==> src/rtl/blbi_pkg.sv <==
// Shared types and constants for the battery LED bar indicator.
// Used by blbi_led_sel and battery_led_bar_indicator_unit; no dependencies.
`default_nettype none

package blbi_pkg;

  typedef enum logic [2:0] {
    MODE_OFF       = 3'd0,
    MODE_PRECHARGE = 3'd1,
    MODE_IDLE      = 3'd2,
    MODE_DISCHARGE = 3'd3,
    MODE_CHARGE    = 3'd4,
    MODE_BALANCE   = 3'd5,
    MODE_FAULT     = 3'd6,
    MODE_SHUTDOWN  = 3'd7
  } mode_t;

  localparam logic [3:0]  LED_ALL        = 4'hF;
  localparam logic [3:0]  LED_NONE       = 4'h0;
  localparam logic [31:0] STEP_MS        = 32'd250;
  localparam logic [31:0] SWEEP_2_MS     = 32'd250;
  localparam logic [31:0] SWEEP_3_MS     = 32'd500;
  localparam logic [31:0] SWEEP_4_MS     = 32'd750;
  localparam logic [7:0]  SOC_TH1        = 8'd20;
  localparam logic [7:0]  SOC_TH2        = 8'd40;
  localparam logic [7:0]  SOC_TH3        = 8'd60;
  localparam logic [7:0]  SOC_TH4        = 8'd80;
  localparam logic [15:0] LONG_PRESS_RST = 16'd2000;

  // floor(x / 125) = (x * DIV125_MAGIC) >> DIV125_SHIFT, exact for any 32-bit x
  localparam logic [28:0] DIV125_MAGIC   = 29'h10624DD3;
  localparam int          DIV125_SHIFT   = 35;

  // Stage-1 word handed to the LED selector
  typedef struct packed {
    logic [31:0] elapsed;
    mode_t       mode;
    logic [7:0]  soc;
    logic [3:0]  fault_v;
    logic [3:0]  fill;
    logic [3:0]  walk;
    logic        press;
    logic        long_pulse;
  } stage_t;

endpackage

`default_nettype wire

==> src/rtl/blbi_led_sel.sv <==
// LED pattern selection from the stage-1 word: blink phase by divide-by-250
// of the elapsed mode time, then a per-mode mux. Depends on blbi_pkg.
`default_nettype none

module blbi_led_sel (
  input  wire blbi_pkg::stage_t st,
  output logic [3:0]            led_bits
);

  logic [30:0] half_e;
  logic [59:0] prod;
  logic [1:0]  q_lo;
  logic        blink;
  logic        fast;
  logic        gt1, gt2, gt3, gt4;

  // q = floor(elapsed / 250); blink phase is inverted q bit1, fast phase is inverted q bit0
  assign half_e = st.elapsed[31:1];
  assign prod   = {29'd0, half_e} * {31'd0, blbi_pkg::DIV125_MAGIC};
  assign q_lo   = prod[blbi_pkg::DIV125_SHIFT +: 2];
  assign fast   = ~q_lo[0];
  assign blink  = ~q_lo[1];

  assign gt1 = st.soc > blbi_pkg::SOC_TH1;
  assign gt2 = st.soc > blbi_pkg::SOC_TH2;
  assign gt3 = st.soc > blbi_pkg::SOC_TH3;
  assign gt4 = st.soc > blbi_pkg::SOC_TH4;

  always_comb begin
    case (st.mode)
      blbi_pkg::MODE_OFF: begin
        led_bits = {st.elapsed > blbi_pkg::SWEEP_4_MS,
                    st.elapsed > blbi_pkg::SWEEP_3_MS,
                    st.elapsed > blbi_pkg::SWEEP_2_MS,
                    st.elapsed != 32'd0};
      end
      blbi_pkg::MODE_PRECHARGE: begin
        led_bits = blink ? blbi_pkg::LED_ALL : blbi_pkg::LED_NONE;
      end
      blbi_pkg::MODE_IDLE: begin
        led_bits = {gt4, gt3, gt2, gt1 | fast};
      end
      blbi_pkg::MODE_DISCHARGE: begin
        led_bits = {gt4 & blink,
                    gt3 & (gt4 | blink),
                    gt2 & (gt3 | blink),
                    gt1 ? (gt2 | blink) : fast};
      end
      blbi_pkg::MODE_CHARGE: begin
        led_bits = {gt4 & st.fill[3], gt3 & st.fill[2], gt2 & st.fill[1], st.fill[0]};
      end
      blbi_pkg::MODE_BALANCE: begin
        led_bits = ~st.walk;
      end
      blbi_pkg::MODE_FAULT: begin
        // LED1 carries the MSB of the fault code
        led_bits = {st.fault_v[0], st.fault_v[1], st.fault_v[2], st.fault_v[3]};
      end
      default: begin
        led_bits = blbi_pkg::LED_NONE;
      end
    endcase
  end

endmodule

`default_nettype wire

==> src/rtl/battery_led_bar_indicator_unit.sv <==
// Path: stage 1, then the output register; 1 word per cycle unless out_tready stalls it.
// Stage 1 updates all state (mode timer, patterns, button tracker) on accept and
// registers the elapsed time; stage 2 divides by 250 with one 31x29 multiplier and
// selects the LEDs into the output register. Reset (rst_n low, synchronous) clears
// all state, empties both stages and loads long_press_ms with 2000.
// Depends on blbi_pkg and blbi_led_sel.
`default_nettype none

module battery_led_bar_indicator_unit #(
  parameter int FAULT_WIDTH = 8
) (
  input  wire         clk,
  input  wire         rst_n,
  input  wire         cfg_we,
  input  wire  [15:0] cfg_wdata,     // long_press_ms
  input  wire         in_tvalid,
  output logic        in_tready,
  // now_ms[31:0], mode[34:32], soc_percent[42:35], fault_bits[50:43],
  // button_level[51], zero[55:52]
  input  wire  [55:0] in_tdata,
  output logic        out_tvalid,
  input  wire         out_tready,
  // led_bits[3:0], press_pulse[4], long_press_pulse[5], zero[7:6]
  output logic [7:0]  out_tdata
);

  localparam int SCAN_W = (FAULT_WIDTH < 8) ? FAULT_WIDTH : 8;

  logic [15:0] long_press_r;
  blbi_pkg::mode_t last_mode_r, last_mode_nxt;
  logic [31:0] mode_time_r, mode_time_nxt;
  logic [3:0]  fill_r, fill_nxt;
  logic [3:0]  walk_r, walk_nxt;
  logic [31:0] step_time_r, step_time_nxt;
  logic        btn_r, btn_nxt;
  logic [31:0] btn_time_r, btn_time_nxt;
  logic        held_r, held_nxt;

  logic            s1_valid_r;
  blbi_pkg::stage_t s1_r, s1_nxt;
  logic            out_valid_r;
  logic [7:0]      out_data_r;

  logic            accept;
  logic            s1_move;
  logic            out_free;
  logic [31:0]     now;
  blbi_pkg::mode_t mode;
  logic [7:0]      soc;
  logic [7:0]      faults;
  logic            level;
  logic [31:0]     hold_time;
  logic [3:0]      fault_v;
  logic [3:0]      led_bits;

  assign now    = in_tdata[31:0];
  assign mode   = blbi_pkg::mode_t'(in_tdata[34:32]);
  assign soc    = in_tdata[42:35];
  assign faults = in_tdata[50:43];
  assign level  = in_tdata[51];

  assign out_free  = ~out_valid_r | out_tready;
  assign s1_move   = s1_valid_r & out_free;
  assign in_tready = ~s1_valid_r | out_free;
  assign accept    = in_tvalid & in_tready;

  // lowest set fault bit wins
  always_comb begin
    fault_v = 4'd0;
    for (int i = SCAN_W - 1; i >= 0; i--) begin
      if (faults[i]) begin
        fault_v = 4'(i + 1);
      end
    end
  end

  always_comb begin
    fill_nxt      = fill_r;
    walk_nxt      = walk_r;
    step_time_nxt = step_time_r;
    if ((now - step_time_r) > blbi_pkg::STEP_MS) begin
      step_time_nxt = now;
      fill_nxt      = (fill_r == 4'hF) ? 4'h0 : {fill_r[2:0], 1'b1};
      walk_nxt      = (walk_r == 4'h0) ? 4'h1 : {walk_r[2:0], 1'b0};
    end

    last_mode_nxt = mode;
    mode_time_nxt = (mode != last_mode_r) ? now : mode_time_r;

    btn_nxt      = level;
    btn_time_nxt = (level != btn_r) ? now : btn_time_r;
    hold_time    = now - btn_time_nxt;
    held_nxt     = level & (hold_time >= {16'd0, long_press_r});

    s1_nxt.elapsed    = now - mode_time_r;
    s1_nxt.mode       = mode;
    s1_nxt.soc        = soc;
    s1_nxt.fault_v    = fault_v;
    s1_nxt.fill       = fill_nxt;
    s1_nxt.walk       = walk_nxt;
    s1_nxt.press      = level & ~btn_r;
    s1_nxt.long_pulse = held_nxt & ~held_r;
  end

  always_ff @(posedge clk) begin
    if (!rst_n) begin
      long_press_r <= blbi_pkg::LONG_PRESS_RST;
      last_mode_r  <= blbi_pkg::MODE_OFF;
      mode_time_r  <= '0;
      fill_r       <= '0;
      walk_r       <= '0;
      step_time_r  <= '0;
      btn_r        <= 1'b0;
      btn_time_r   <= '0;
      held_r       <= 1'b0;
      s1_valid_r   <= 1'b0;
      out_valid_r  <= 1'b0;
    end else begin
      if (cfg_we) begin
        long_press_r <= cfg_wdata;
      end
      if (accept) begin
        last_mode_r <= last_mode_nxt;
        mode_time_r <= mode_time_nxt;
        fill_r      <= fill_nxt;
        walk_r      <= walk_nxt;
        step_time_r <= step_time_nxt;
        btn_r       <= btn_nxt;
        btn_time_r  <= btn_time_nxt;
        held_r      <= held_nxt;
      end
      if (in_tready) begin
        s1_valid_r <= in_tvalid;
      end
      if (out_free) begin
        out_valid_r <= s1_valid_r;
      end
    end
  end

  always_ff @(posedge clk) begin
    if (accept) begin
      s1_r <= s1_nxt;
    end
    if (s1_move) begin
      out_data_r <= {2'b00, s1_r.long_pulse, s1_r.press, led_bits};
    end
  end

  blbi_led_sel u_led_sel (
    .st       (s1_r),
    .led_bits (led_bits)
  );

  assign out_tvalid = out_valid_r;
  assign out_tdata  = out_data_r;

endmodule

`default_nettype wire
==> config.mk <==
export PLATFORM = sky130hd
export DESIGN_NAME = battery_led_bar_indicator_unit
export DESIGN_NICKNAME = d
export VERILOG_FILES = /design/src/rtl/blbi_pkg.sv /design/src/rtl/blbi_led_sel.sv /design/src/rtl/battery_led_bar_indicator_unit.sv
export SDC_FILE = /design/constraint.sdc
export NUM_CORES = 1
export LEC_CHECK = 0
export BUFFER_PORTS_ARGS = -buffer_cell sky130_fd_sc_hd__buf_2
export CORE_MARGIN = 4
export CORE_UTILIZATION = 45
export CTS_BUF_LIST = sky130_fd_sc_hd__clkbuf_8
export CTS_CLUSTER_SIZE = 12
export DETAILED_ROUTE_END_ITERATION = 8
export PLACE_DENSITY = 0.66
export SETUP_SLACK_MARGIN = 0.05
export SLEW_MARGIN = 20
export SYNTH_ARGS = -nofsm -noshare
export SYNTH_HDL_FRONTEND = slang
export SYNTH_SLANG_ARGS = --single-unit
export TNS_END_PERCENT = 20
==> constraint.sdc <==
create_clock -name clk -period 7.05 [get_ports clk]
set_clock_uncertainty 0.15 [all_clocks]
set_input_delay 0 -clock clk [delete_from_list [all_inputs] [get_ports clk]]
set_output_delay 0 -clock clk [all_outputs]
set_load 0.01 [all_outputs]
# Word level (Yosys, flattened, before mapping)
# Index checks and enable logic that the tools add are counted.
dict set report op_classes {
  bitwise 24
  n_mux 15
  n_eq_ne 9
  n_reduce_logical 7
  mul 1
  order_cmp 9
  addsub 3
}
# op count
set ops {}
lappend ops {{$sub A32 B32 Y32} 3}
lappend ops {{$gt A32 B8 Y1 const B} 2}
lappend ops {{$mul A31 B29 Y37 const B} 1}
lappend ops {{$ge A32 B16 Y1} 1}
lappend ops {{$gt A32 B10 Y1 const B} 1}
lappend ops {{$gt A32 B9 Y1 const B} 1}
lappend ops {{$mux W32} 1}
lappend ops {{$reduce_bool A32 Y1} 1}
lappend ops {{$pmux W4 S7} 1}
lappend ops {{$mux W4} 6}
lappend ops {{$gt A8 B6 Y1 const B} 2}
lappend ops {{$mux W3} 4}
lappend ops {{$and A1 B1 Y1} 11}
lappend ops {{$eq A3 B3 Y1 const B} 3}
lappend ops {{$gt A8 B5 Y1 const B} 1}
lappend ops {{$gt A8 B7 Y1 const B} 1}
lappend ops {{$reduce_or A7 Y1} 1}
lappend ops {{$eq A3 B2 Y1 const B} 2}
lappend ops {{$not A1 Y1} 6}
lappend ops {{$or A1 B1 Y1} 6}
lappend ops {{$eq A4 B4 Y1 const B} 1}
lappend ops {{$logic_not A4 Y1} 1}
lappend ops {{$mux W2} 2}
lappend ops {{$not A4 Y4} 1}
lappend ops {{7 further kinds} 8}
dict set report word_totals {
  reg_bits 190
  in_bits 77
  word_cells 90
}

# Logic depth before layout (Yosys ltp)
dict set report depth {
  ltp_word 7
  ltp_mapped 29
  depth_no_buf 27
}

# By module
# Synthesis repeated with hierarchy kept, for this count alone.
dict set report unflattened {
  hier_cells 2602
  hier_area_um2 23376.2
}
# mod area_per_inst_um2 n_inst seq_area_each_um2 cells_per_inst
set by_module_without_submodules {}
lappend by_module_without_submodules {battery_led_bar_indicator_unit 12956.2 1 4434.3 1547}
lappend by_module_without_submodules {blbi_led_sel 10420.0 1 0.0 1055}

# Worst setup path before layout
# No wires, ideal clock.
dict set report synth_timing {
  kind {reg-to-reg}
  startpoint {reg s1_r[48] in the netlist's numbering}
  endpoint {reg out_data_r[0] (netlist: out_tdata[0]) (data pin)}
  arrival_ps 6780
  stages_incl_launch_ff 27
  path_buffers 0
  setup_ps 188
  t_required_ps 6712
  setup_slack_ps -68
  path_cell_list {edfxtp_1 > inv_1 > ha_1 > fa_1 > fa_1 > inv_1 > fa_1 > inv_1 > fa_1 > inv_1 > fa_1 > inv_1 > fa_1 > inv_1 > fa_1 > inv_1 > ha_1 > a21o_1 > a21o_1 > a221oi_1 > o2111ai_1 > a41oi_1 > o21ai_0 > a221oi_1 > xnor2_1 > nor2_1 > o41ai_1}
}
dict set report synth_via {
  elab_chain_cells 5
  word_cells_on_any_way 9
}
# element line_no
set synth_rtl {}
lappend synth_rtl {{start: declaration} battery_led_bar_indicator_unit.sv:40} ;# blbi_pkg::stage_t s1_r, s1_nxt;
lappend synth_rtl {{start signal: assignment} battery_led_bar_indicator_unit.sv:143} ;# s1_r <= s1_nxt;
lappend synth_rtl {{$mul A31 B29 Y37} blbi_led_sel.sv:19} ;# assign prod = {29'd0, half_e} * {31'd0, blbi_pkg::DIV125_MAGIC};
lappend synth_rtl {{$not A1 Y1} blbi_led_sel.sv:22} ;# assign blink = ~q_lo[1];
lappend synth_rtl {{$or A1 B1 Y1} blbi_led_sel.sv:47} ;# gt1 ? (gt2 | blink) : fast};
lappend synth_rtl {{$mux W1} blbi_led_sel.sv:47}
lappend synth_rtl {{$pmux W4 S7 *} blbi_led_sel.sv:30} ;# case (st.mode)
lappend synth_rtl {{via led_bits[0]} battery_led_bar_indicator_unit.sv:54} ;# logic [3:0] led_bits;
lappend synth_rtl {{end signal: assignment} battery_led_bar_indicator_unit.sv:146} ;# out_data_r <= {2'b00, s1_r.long_pulse, s1_r.press, led_bits};
lappend synth_rtl {{end: declaration} battery_led_bar_indicator_unit.sv:42} ;# logic [7:0] out_data_r;
# Mark *: on every way through the listed nets, which the timed path passes. The rest lies on a longest branch.
# A chain may end at the register's enable or synchronous reset.

# Worst setup path in the final report
dict set report layout_timing {
  startpoint {reg s1_r[45] in the netlist's numbering}
  endpoint {reg out_data_r[2] (netlist: out_tdata[2]) (data pin)}
}
dict set report layout_via {
  elab_chain_cells 5
  word_cells_on_any_way 7
}
# element line_no
set layout_rtl {}
lappend layout_rtl {{$mul A31 B29 Y37} blbi_led_sel.sv:19}
lappend layout_rtl {{$not A1 Y1} blbi_led_sel.sv:22}
lappend layout_rtl {{$or A1 B1 Y1} blbi_led_sel.sv:45} ;# gt3 & (gt4 | blink),
lappend layout_rtl {{$and A1 B1 Y1} blbi_led_sel.sv:45}
lappend layout_rtl {{$pmux W4 S7 *} blbi_led_sel.sv:30}
lappend layout_rtl {{via led_bits[2]} battery_led_bar_indicator_unit.sv:54}
# Marks and branches as above.

==> metrics.yaml <==
yosys:
  async_flop_share_pct: 0
  synth_warnings: 0
  postSynthRegisterBits: 190
  yosys-top-cells-area: "ha_1 20%, fa_1 18%, dfxtp_1 10%, edfxtp_1 7.8%, inv_1 7.6%"
  sequential_fraction_of_the_synthesis_area_pct: 18.2
  netlist_area_um2: 24400
  post_synth_inst_count: 2706
  synth_cell_type_count: 82
  post-synth-top-area-fraction_pct: 20.0
  synth_enable_flop_cells: 63
  syn_avg_cell_area_um2: 9.00
  synth_largest_area_cell: "ha_1"
  postSynth.topFlopCell: "dfxtp_1"
final_layout:
  final_cell_count_no_fill: 3676
  num-nets-final: 3657
  final_cell_mix: "478 x inv_1, 353 x ha_1, 235 x nand2_1, 206 x fa_1"
  num_antenna_cells: 0
  most_common_cell_after_layout_fill_and_taps_aside: "inv_1"
  syn2layout_area_growth_pct: 16.9
  fillers: 4770
  post_route_cells_drive_above_1_share_pct: 12.9
floorplanning:
  rows: 85
  chipHeight_um: 241
  ios: 87
  initial_core_util_pct: 45.4
  dieWidth_um: 241
  die_area_um2: 57900
  coreArea_um2: 53700
placement:
  dpl.cell_count: 3500
  place.port_buffers: 80
  gp_routability_congestion: 0.958
  hpwlAfterDp_mm: 53.8
cts:
  tritoncts_clock_tree: "done"
  clock_tree.root_cell: "clkbuf_8"
  clockBufferDepth: 2
  clock_sinks: 190
  clkLatencyLatePin_ps: 520
  path_clk_slew_ps: 110
  cts_max_level: 4
  cts-buffers-inserted: 17
setup_path:
  crit_type: "reg2reg"
  cp_common_cell: "fa_1"
  worst-endpoint-arrival_ps: 7280
  critPathMaxFanout: 4
  endpoint_kind: "register"
  critical_path_required_ps: 7170
  timing.critical_path.slowest_cell_delay_ps: 540
  setup.worst_path.start_class: "register"
  critical_path.slowest_cell: "fa_1"
routing:
  route.final.wire_length_mm: 67.8
  drt-wirelength-per-cell_um: 18.5
  drt-pass1-iter-count: 6
  count_of_routing_violations_after_the_opening_detailed_route_iteration: 1217
  antenna_violating_nets_post_route: 0
  routed_via_density: 5.49
  dr_total_vias: 20200
  drcViolationCount: 0
sta:
  timing.slew.headroom_pct: 37.9
  grt_setup_unrepaired: "true"
  postLayoutSetupSlackWorst_ps: -104
  max_freq_mhz: 140
  finalHoldViolCount: 0
  worstMarginPinSlew_ps: 932
  finalWorstPathRequiredPeriod_ps: 7150
  final-max-slew-violation-count: 0
  fin_crit_sh_pct: 101
  setup_viol: 4
global_route:
  first_global_vias: 21200
  grt_util_overall_pct: 23.6
  grt_start_max_net_pins: 114
  gr-total-overflow: 0
  number_of_antenna_violations_at_the_first_check_in_global_routing: 0
  grt_pass1_wl_mm: 109
run_status:
  failing_checks: "setup timing"
  run_status: "finished, violations left"
job:
  timing.max_cap.violations: 0
min_path:
  hold_class: "in2reg"
worst max-delay path, delay by kind of cell (launching register included):
kind	cells	cell delay [ps]
fa+ha+maj	9	3540
compound gates	9	1610
buf+inv	9	910
flops	1	500
xor+xnor	1	150
flip-flops by register name (all words and copies together) (netlist names):
signal and cells:
fill_r 4, s1_valid_r 1, out_tdata 6, btn_time_r 32, walk_r 4, btn_r 1, s1_r 57, out_tvalid 1
held_r 1, last_mode_r 3, step_time_r 32, long_press_r 16, mode_time_r 32
logic make-up (layout without fill, tap and decap cells):
kind of cell               count (synthesis)  in the layout  share of synthesized area, %
AOI/OAI and AO/OA                        606            606                          17.5
DFF                                      190            190                          18.2
buffers and inverters                    592            865                          9.26
other                                      1              2                        0.0154
and+or+nand+nor                          556            556                          10.9
xor gates and xnor gates                  85             85                          3.09
muxes                                     63             63                          2.63
adders and majority gates                613            613                          38.4
through the flow:
stage               setup TNS (ps)  utilization, %  hold slack (ps)  cell area, um^2  worst slack (ps)
finish                        -243            53.0             48.1            28500              -104
global route                  -965            53.0             18.9            28500              -307
CTS                          -1.13            52.7             2.85            28300             -1.13
detailed placement           -1870            48.6             28.4            26100              -604
global placement             -1490            48.6             28.3            26100              -471
floorplan                        0               -            -51.1            24400              54.3
cell usage after synthesis (8+ instances only):
| cell | count |
|---|---|
| o211a_1 | 30 |
| dfxtp_1 | 127 |
| o31ai_1 | 12 |
| inv_1 | 496 |
| a2bb2oi_1 | 38 |
| nand3_1 | 31 |
| a211o_1 | 10 |
| a211oi_1 | 15 |
| a21oi_1 | 105 |
| o211ai_1 | 16 |
| nor2_1 | 93 |
| mux2_2 | 9 |
| nand2_1 | 235 |
| buf_2 | 8 |
| a2111oi_0 | 10 |
| ha_1 | 389 |
| o21ai_0 | 110 |
| mux2i_1 | 54 |
| o21bai_1 | 9 |
| nand4_1 | 32 |
| fa_1 | 224 |
| a31oi_1 | 16 |
| nor3_1 | 24 |
| a21boi_0 | 47 |
| clkbuf_1 | 80 |
| a21o_1 | 63 |
| and3_1 | 46 |
| o311ai_1 | 39 |
| nand2b_1 | 18 |
| nor2b_1 | 29 |
| xor2_1 | 28 |
| o21a_1 | 18 |
| edfxtp_1 | 63 |
| nor4_1 | 9 |
| xnor2_1 | 56 |
cell type report:
cell class | count | area, um^2 | area share, %
multi-input cells | 1925 | 18200 | 64.0
well taps | 696 | 871 | 3.06
inverters | 497 | 1870 | 6.58
clock buffers | 19 | 262 | 0.918
clock inverters | 13 | 141 | 0.496
repair buffers | 336 | 2680 | 9.41
flip-flops and latches | 190 | 4430 | 15.6
final timing paths:
check,slack (ps),startpoint,endpoint,depth (start not counted)
max,-100,s1_r[45],out_tdata[2],28
min reg2reg,290,s1_r[0],out_tdata[5],0
max reg2reg,-100,s1_r[45],out_tdata[2],28
min,50,in_tdata[42],s1_r[21],2
routing by layer:
metal / vias to the layer above / global-route usage, % / wire [um]
li1: 9774 / - / -
met1: 9880 / 29.7 / 29100
met2: 413 / 40.8 / 32700
met3: 129 / 2.40 / 2330
met4: 0 / 11.5 / 3690
met5: - / 0 / 0
repair_timing:
action / 4_1_cts / 5_1_grt
gates resized for setup: 92 / 22
hold buffers: 106 / 0
endpoints found under the hold margin: 140 / 0
setup endpoints to repair: 4 / 4
pin swaps: 59 / 21
buffers inserted: 31 / 7
Power is not shown: default switching activity piles up to over one toggle a cycle in this logic, so the estimate is an artifact.
